## config.mk

```make
export PLATFORM = sky130hd
export DESIGN_NAME = rpn_iter
export DESIGN_NICKNAME = d
export VERILOG_FILES = /design/src/rtl/core/rpn_pkg.sv /design/src/rtl/core/rpn_iter.sv
export SDC_FILE = /design/constraint.sdc
export NUM_CORES = 1
export LEC_CHECK = 0
export ABC_AREA = 1
export BUFFER_PORTS_ARGS = -buffer_cell sky130_fd_sc_hd__clkbuf_2
export CAP_MARGIN = 10
export CELL_PAD_IN_SITES_DETAIL_PLACEMENT = 0
export CELL_PAD_IN_SITES_GLOBAL_PLACEMENT = 1
export CORE_ASPECT_RATIO = 0.7
export CORE_MARGIN = 2
export CORE_UTILIZATION = 43
export DETAILED_ROUTE_END_ITERATION = 8
export PLACE_DENSITY_LB_ADDON = 0.1
export SLEW_MARGIN = 10
export SYNTH_ARGS = -nofsm -noshare
export SYNTH_HDL_FRONTEND = slang
export SYNTH_SLANG_ARGS = --single-unit
```

## constraint.sdc

```tcl
create_clock -name i_clk -period 10.4 [get_ports i_clk]
set_input_delay 1.04 -clock i_clk [delete_from_list [all_inputs] [get_ports i_clk]]
set_output_delay 1.04 -clock i_clk [all_outputs]
set_load 0.05 [all_outputs]
```

## src/rtl/core/rpn_pkg.sv

```systemverilog
// rpn_pkg: shared types, codes and constants of the RPN stack evaluator.
// No dependencies; imported by rpn_iter, rpn_stack_evaluator_unit and the testbench.
package rpn_pkg;

    localparam int VAL_W           = 48;          // Q31.16 word
    localparam int PROD_W          = 2 * VAL_W;   // full product / wide quotient
    localparam int DEF_STACK_DEPTH = 128;
    localparam int DEF_FRAC_BITS   = 16;

    localparam logic [VAL_W-1:0] VAL_MAX = {1'b0, {(VAL_W-1){1'b1}}};
    localparam logic [VAL_W-1:0] VAL_MIN = {1'b1, {(VAL_W-1){1'b0}}};

    typedef enum logic [2:0] {
        REQ_PUSH    = 3'd0,
        REQ_ADD     = 3'd1,
        REQ_SUB     = 3'd2,
        REQ_MUL     = 3'd3,
        REQ_DIV     = 3'd4,
        REQ_MOD     = 3'd5,
        REQ_PRINT   = 3'd6,
        REQ_UNKNOWN = 3'd7
    } t_req_type;

    typedef enum logic [2:0] {
        ST_OK      = 3'd0,
        ST_EMPTY   = 3'd1,
        ST_FULL    = 3'd2,
        ST_ZDIV    = 3'd3,
        ST_NONINT  = 3'd4,
        ST_UNKNOWN = 3'd5,
        ST_SAT     = 3'd6
    } t_status;

    typedef struct packed {
        t_req_type               req_type;
        logic signed [VAL_W-1:0] operand;
    } t_in_req;

    typedef struct packed {
        logic signed [VAL_W-1:0] printed_value;
        logic                    printed_valid;
        t_status                 status;
        logic [7:0]              stack_depth;
    } t_out_res;

    // Operations of the shared iterative unit
    typedef enum logic [1:0] {
        ITER_MUL = 2'd0,
        ITER_DIV = 2'd1,
        ITER_MOD = 2'd2
    } t_iter_op;

    typedef struct packed {
        logic     start;
        t_iter_op op;
    } t_iter_ctl;

endpackage

```

## src/rtl/core/rpn_iter.sv

```systemverilog
// rpn_iter: shared shift-add multiplier and restoring divider, one bit per cycle.
// Depends on rpn_pkg. One 50-bit adder serves all operations.
module rpn_iter
    import rpn_pkg::*;
#(
    parameter int FRAC_BITS = DEF_FRAC_BITS
) (
    input  logic              i_clk,
    input  logic              i_rst_n,
    input  t_iter_ctl         i_ctl,
    input  logic [VAL_W-1:0]  i_ma,      // magnitude of left operand
    input  logic [VAL_W-1:0]  i_mb,      // magnitude of right operand
    output logic              o_busy,
    output logic [PROD_W-1:0] o_quot,    // mul: product >> FRAC_BITS, div: quotient
    output logic [VAL_W-1:0]  o_rem      // remainder (mod)
);

    localparam int NUMW = VAL_W + FRAC_BITS;
    localparam int CNTW = $clog2(NUMW + 1);

    logic             r_busy;
    t_iter_op         r_op;
    logic [CNTW-1:0]  r_cnt;
    logic [VAL_W-1:0] r_hi;
    logic [NUMW-1:0]  r_lo;
    logic [VAL_W-1:0] r_dvs;

    logic [VAL_W:0]    add_x;
    logic [VAL_W:0]    add_y;
    logic              add_sub;
    logic [VAL_W+1:0]  add_t;
    logic              ge;
    logic [PROD_W-1:0] prod;

    // shared adder
    always_comb begin
        if (r_op == ITER_MUL) begin
            add_x   = {1'b0, r_hi};
            add_y   = r_lo[FRAC_BITS] ? {1'b0, r_dvs} : '0;
            add_sub = 1'b0;
        end else begin
            add_x   = {r_hi, r_lo[NUMW-1]};
            add_y   = {1'b0, r_dvs};
            add_sub = 1'b1;
        end
        add_t = {1'b0, add_x} + (add_sub ? ~{1'b0, add_y} : {1'b0, add_y})
                + (VAL_W+2)'(add_sub);
        ge    = ~add_t[VAL_W+1];
    end

    always_ff @(posedge i_clk) begin
        if (!i_rst_n) begin
            r_busy <= 1'b0;
            r_op   <= ITER_MUL;
            r_cnt  <= '0;
        end else if (i_ctl.start) begin
            r_busy <= 1'b1;
            r_op   <= i_ctl.op;
            r_cnt  <= (i_ctl.op == ITER_MUL) ? CNTW'(VAL_W) : CNTW'(NUMW);
        end else if (r_busy) begin
            r_cnt <= r_cnt - CNTW'(1);
            if (r_cnt == CNTW'(1)) begin
                r_busy <= 1'b0;
            end
        end
    end

    always_ff @(posedge i_clk) begin
        if (i_ctl.start) begin
            r_hi  <= '0;
            r_dvs <= i_mb;
            r_lo  <= (i_ctl.op == ITER_MOD) ? NUMW'(i_ma) : (NUMW'(i_ma) << FRAC_BITS);
        end else if (r_busy) begin
            if (r_op == ITER_MUL) begin
                r_hi <= add_t[VAL_W:1];
                r_lo <= {add_t[0], r_lo[NUMW-1:1]};
            end else begin
                r_hi <= ge ? add_t[VAL_W-1:0] : add_x[VAL_W-1:0];
                r_lo <= {r_lo[NUMW-2:0], ge};
            end
        end
    end

    assign prod   = {r_hi, r_lo[NUMW-1 -: VAL_W]};
    assign o_quot = (r_op == ITER_MUL) ? (prod >> FRAC_BITS) : PROD_W'(r_lo);
    assign o_rem  = r_hi;
    assign o_busy = r_busy;

endmodule

```

-- Word-level counts from Yosys, hierarchy flattened
Index checks and enable logic that the tools add are counted.
- register bits: 170
- input bits: 101
- word-level logic and storage cells: 34
- $add $sub $neg: 3
- equal/unequal tests: 2
- multiplexer cells: 18
- bitwise logic cells: 2
- reduce and logical (&&, ||, !) cells: 3
- operators by type and width (kind ; count):
    $mux W64 ; 4
    $mux W48 ; 4
    $mux W80 ; 1
    $add A49 B50 Y50 ; 1
    $add A50 B1 Y50 ; 1
    $mux W50 ; 1
    $not A49 Y50 ; 1
    $mux W49 ; 1
    $mux W7 ; 3
    $eq A7 B1 Y1 const B ; 1
    $sub A7 B1 Y7 const B ; 1
    $logic_not A2 Y1 ; 2
    $mux W1 ; 4
    $eq A2 B2 Y1 const B ; 1
    $reduce_bool A2 Y1 ; 1
    $not A1 Y1 ; 1

-- Depth between registers and ports, before layout
- word-level depth: 10
- mapped depth: 28
- mapped depth without buffers: 25

-- Least setup slack after synthesis
No wires, ideal clock.
- path kind: input to register
- from: input i_ctl[2] in the netlist's numbering
- to: register r_lo[0], enable pin
- setup time: 453 ps
- arrival: 3563 ps
- required time: 9947 ps
- path slack: 6385 ps
- cell stages on the path: 4
- buffers on the path: 2
- path through: clkbuf_1 nor2_1 clkinv_1 clkbuf_1
- word-level cells in the longest chain between the ends: 1
- RTL lines (element ; line ; RTL):
    start, declared ; rpn_iter.sv:10 ; input t_iter_ctl i_ctl,
    $reduce_bool A2 Y1 (no source line) ; n/a ;
    end signal, assigned ; rpn_iter.sv:72 ; r_lo <= (i_ctl.op == ITER_MOD) ? NUMW'(i_ma) : (NUMW'(i_ma) << FRAC_BITS);
    end signal, assigned ; rpn_iter.sv:76 ; r_lo <= {add_t[0], r_lo[NUMW-1:1]};
    end signal, assigned ; rpn_iter.sv:79 ; r_lo <= {r_lo[NUMW-2:0], ge};
    end, declared ; rpn_iter.sv:25 ; logic [NUMW-1:0] r_lo;
No other way between the ends.
A chain may end at the register's enable or synchronous reset.

-- Worst setup path in the final report
- from: register r_op[1]
- to: register r_hi[2], in the netlist o_rem[2]
- word-level cells in the longest chain between the ends: 8
- elaborated cells between the ends (all ways): 10
- RTL lines (element ; line ; RTL):
    start, declared ; rpn_iter.sv:22 ; t_iter_op r_op;
    start signal, assigned ; rpn_iter.sv:58 ; r_op <= i_ctl.op;
    $logic_not A2 Y1 (*) ; rpn_iter.sv:37, rpn_iter.sv:74 ;
    $mux W48 ; rpn_iter.sv:37 ; if (r_op == ITER_MUL) begin
    $not A49 Y50 ; rpn_iter.sv:46 ; add_t = {1'b0, add_x} + (add_sub ? ~{1'b0, add_y} : {1'b0, add_y})
    $mux W50 ; rpn_iter.sv:46 ;
    $add A49 B50 Y50 ; rpn_iter.sv:46 ;
    $add A50 B1 Y50 ; rpn_iter.sv:47 ; + (VAL_W+2)'(add_sub);
    $mux W48 ; rpn_iter.sv:78 ; r_hi <= ge ? add_t[VAL_W-1:0] : add_x[VAL_W-1:0];
    $mux W48 (*) ; rpn_iter.sv:74 ; if (r_op == ITER_MUL) begin
    end signal, assigned ; rpn_iter.sv:75 ; r_hi <= add_t[VAL_W:1];
    end signal, assigned ; rpn_iter.sv:78 ;
    end, declared ; rpn_iter.sv:24 ; logic [VAL_W-1:0] r_hi;
Mark *: on every way between the ends. The rest lies on a longest branch, timed or not.

==> results.sh <==
export IMPL_synth_lib_cells_used_distinct=48
export IMPL_cp_start_kind="flop"
export IMPL_leak_pwr_nw=7.96
export IMPL_ff2ff_path_depth=18
export IMPL_routed_via_count=15400
export IMPL_grt_antenna_before_repair=0
export IMPL_final_antenna_net_count=0
export IMPL_dp_slack_ns=5.17
export IMPL_setup_repair_after_global_routing_missed_its_margin="false"
export IMPL_place_detailed_hpwl_mm=44.4
export IMPL_maxSlewHeadroom_pct=18.4
export IMPL_worst_setup_hold_path_clk_slew_ns=0.07
export IMPL_run_status="complete, no violations"
export IMPL_drt_first_pass_iters=6
export IMPL_cp_arrival_ns=5.61
export IMPL_synth_warning_count=0
export IMPL_clock_skew_final_ns=0.0121
export IMPL_final_layout_size_suffix_gt1_share_pct=13.2
export IMPL_drv_slew=0
export IMPL_design_portCount=246
export IMPL_worst_path_top_cell_family_by_delay="simple AND/OR/NAND/NOR gates"
export IMPL_critical_path_max_fanout=127
export IMPL_numPortBuffers=229
export IMPL_tritoncts_num_buffers=17
export IMPL_fp_dieW_um=219
export IMPL_critical_path_class="flop to flop"
export IMPL_seq_area_frac_synth_pct=32.4
export IMPL_htree_num_levels=4
export IMPL_initial_core_util_pct=43.5
export IMPL_cp_startpoint="r_op[1]$_SDFFE_PN0P_"
export IMPL_pin_count_of_the_biggest_net_entering_global_routing=165
export IMPL_clkLatencyLatePin_ns=0.47
export IMPL_post_cts_setup_buffers=0
export IMPL_clockRootBuffer="sky130_fd_sc_hd__clkbuf_16"
export IMPL_routed_via_density=5.49
export IMPL_critical_path_slowest_cell="sky130_fd_sc_hd__nor2_4"
export IMPL_power_ir_vdd_worst_mv=0.0871
export IMPL_crit_path_cell_trace="inv_1, nand2_8, nor2_2, buf_4, nand2_1, o21ai_0, ha_1, inv_1, o21ai_0, a31oi_1, o21ai_0, nand2_1, and3_1, nand3_4, nor2_4, nand2_1, nand4_1, o21ai_0"
export IMPL_setup_slack_ns=5.09
export IMPL_powerDensity_nw_per_um2=169
export IMPL_synth_flop_cell="sky130_fd_sc_hd__edfxtp_1"
export IMPL_die_area_um2=34000
export IMPL_critical_path_max_stage_delay_ns=1.07
export IMPL_share_of_yosys_cell_area_claimed_by_the_top_area_cell_type_pct=24.1
export IMPL_grt_pass1_wl_mm=84.8
export IMPL_transition_at_the_pin_with_the_smallest_max_transition_slack_ns=1.22
export IMPL_hold_path_class="flop to flop"
export IMPL_floorplan_core_area_um2=32100
export IMPL_ctsHoldBuffers=0
export IMPL_worstSetupEndpoint="o_rem[2]$_SDFFE_PP0P_"
export IMPL_antenna_diode_count=0
export IMPL_drt_drc_violations_left=0
export IMPL_cts_path_max_buffers=2
export IMPL_r2r_end="o_rem[2]$_SDFFE_PP0P_"
export IMPL_setup_violations_final=0
export IMPL_global_route_usage_total_pct=33.4
export IMPL_synth_cells=2204
export IMPL_final_nets=2518
export IMPL_worstPathRequired_ns=10.71
export IMPL_dieHeight_um=155
export IMPL_crit_cells=18
export IMPL_fin_crit_ns=5.31
export IMPL_synth_largest_area_cell="sky130_fd_sc_hd__edfxtp_1"
export IMPL_critical_path_buf_inv_count=3
export IMPL_totalWireLength_mm=57.1
export IMPL_post_cts_resized=0
export IMPL_yosys_top_cells_area="sky130_fd_sc_hd__edfxtp_1, sky130_fd_sc_hd__nand2_1, sky130_fd_sc_hd__dfxtp_1"
export IMPL_finalHoldViolCount=0
export IMPL_timing_critical_path_to_type="flop"
export IMPL_filler_cell_count=3432
export IMPL_drv_max_cap_violation_count=0
export IMPL_setup_total_negative_slack_ns=0
export IMPL_crit_reg2reg_launch="r_op[1]$_SDFFE_PN0P_"
export IMPL_multi_input_area_um2=7950
export IMPL_tritoncts="built"
export IMPL_reg2reg_slack_ns=5.09
export IMPL_synth_async_reset_ratio_pct=0
export IMPL_syn_mean_instance_area_um2=6.34
export IMPL_seqCellArea_um2=4520
export IMPL_num_rows=55
export IMPL_final_period_utilization_pct=51.0
export IMPL_gpl_wtd_cong=1.02
export IMPL_number_of_global_route_vias_before_repair=14000
export IMPL_synth_enable_flop_cells=112
export IMPL_drt_iter0_markers=1851
export IMPL_post_synthesis_instance_area_um2=14000
export IMPL_synth_seq_cells=170
export IMPL_flow_area_growth_from_synthesis_pct=13.3
export IMPL_grt_remaining_overflow=0
export IMPL_most_repeated_library_cell_on_the_critical_path="sky130_fd_sc_hd__o21ai_0"
export IMPL_max_freq_mhz=188
export IMPL_tritoncts_num_sinks=170
export IMPL_drt_wirelength_per_cell_um=20.3
logic make-up (layout without fill, tap and decap cells):
logic type / after synthesis / after routing / share of synthesized area [%]
simple gates: 1195 / 1195 / 35.0
compound gates: 397 / 397 / 15.8
buf+inv: 373 / 539 / 11.2
flops: 170 / 170 / 32.4
fa+ha+maj: 45 / 45 / 4.09
xor+xnor: 23 / 23 / 1.44
other cells: 1 / 16 / 0.0269
cell usage in the layout, fill, tap and decap left out, drive strengths merged, types with 3 or more instances in the layout:
master,n
a21o,4
nor4,5
o21a,3
clkbuf,247
nand4,44
nand2,822
o22ai,5
nand3,130
edfxtp,112
nor3,13
clkinv,7
dfxtp,58
o21ai,180
inv,269
xnor2,6
o21bai,18
a31o,15
xor2,17
ha,44
conb,16
a21oi,115
nor2,175
a31oi,50
buf,14
synthesized netlist by cell type (all sizes together), types with 2 or more instances:
| cell type | instances |
|---|---|
| edfxtp | 112 |
| xor2 | 17 |
| a31oi | 50 |
| a21oi | 115 |
| a31o | 15 |
| o22ai | 5 |
| o21ai | 180 |
| xnor2 | 6 |
| o21a | 3 |
| ha | 44 |
| clkbuf | 54 |
| dfxtp | 58 |
| o21bai | 18 |
| buf | 54 |
| nor2 | 175 |
| nand3 | 130 |
| nand3b | 2 |
| o211ai | 2 |
| a21o | 4 |
| nor3 | 13 |
| clkinv | 2 |
| nand2 | 822 |
| nand4 | 44 |
| nor4 | 5 |
| inv | 263 |
registers in the layout (all words and copies together) (netlist names):
register / flops
r_lo: 64
o_rem: 48
r_dvs: 48
r_cnt: 7
r_op: 2
o_busy: 1
worst register-to-register path, delay by kind of cell (launching register included):
family,cells,cell delay (ns)
AND/OR/NAND/NOR,9,2.98
AO/OA/AOI/OAI,5,0.75
buffers and inverters,3,0.72
adder cells (fa/ha/maj),1,0.36
flip-flops,1,0.34
worst min-delay path by stage:
stage	startpoint	end	slack, ns	cells after the start
final	o_rem[44]$_SDFFE_PP0P_	o_rem[44]$_SDFFE_PP0P_	0.47	2
after detailed placement	o_rem[44]$_SDFFE_PP0P_	o_rem[44]$_SDFFE_PP0P_	0.46	2
after CTS	o_rem[44]$_SDFFE_PP0P_	o_rem[44]$_SDFFE_PP0P_	0.47	2
after global routing	o_rem[40]$_SDFFE_PP0P_	o_rem[40]$_SDFFE_PP0P_	0.49	2
after floorplan	r_cnt[6]$_SDFFE_PN0P_	r_cnt[6]$_SDFFE_PN0P_	0.44	2
after global placement	r_cnt[6]$_SDFFE_PN0P_	r_cnt[6]$_SDFFE_PN0P_	0.46	2
report_power, final:
group	internal (W)	switching (W)	leakage (nW)
sequential	0.000803	0.0000546	1.60
combinational	0.000287	0.000880	6.09
clock	0.000332	0.000322	0.265
total	0.00142	0.00126	7.96
cell type report:
cell class / instances / share of cell area (%)
well taps: 427 / 3.38
clock buffers: 19 / 2.74
inverters: 265 / 6.30
multi-input cells: 1676 / 50.3
clock inverters: 13 / 0.736
repair buffers: 242 / 7.96
flip-flops and latches: 170 / 28.6
metal layers:
layer  track usage [%]  wire (µm)  vias up
met4              6.27        706        0
met2              47.3      23200      751
met3              7.12       5730       41
li1                  -          -     7511
met5                 0          0        -
met1              51.6      27400     7143
per-stage QoR:
step,cell area [µm²],cells,total power [W],hold slack (ns),utilization (%)
2_1_floorplan,14000,2219,0.00169,0.444,-
3_3_place_gp,15300,2780,0.00202,0.456,47.5
3_5_place_dp,15300,2780,0.00202,0.461,47.5
4_1_cts,15800,2812,0.00267,0.473,49.2
5_1_grt,15800,2812,0.00281,0.488,49.2
6_report,15800,2812,0.00268,0.471,49.2
(Power assumes the default switching activity.)
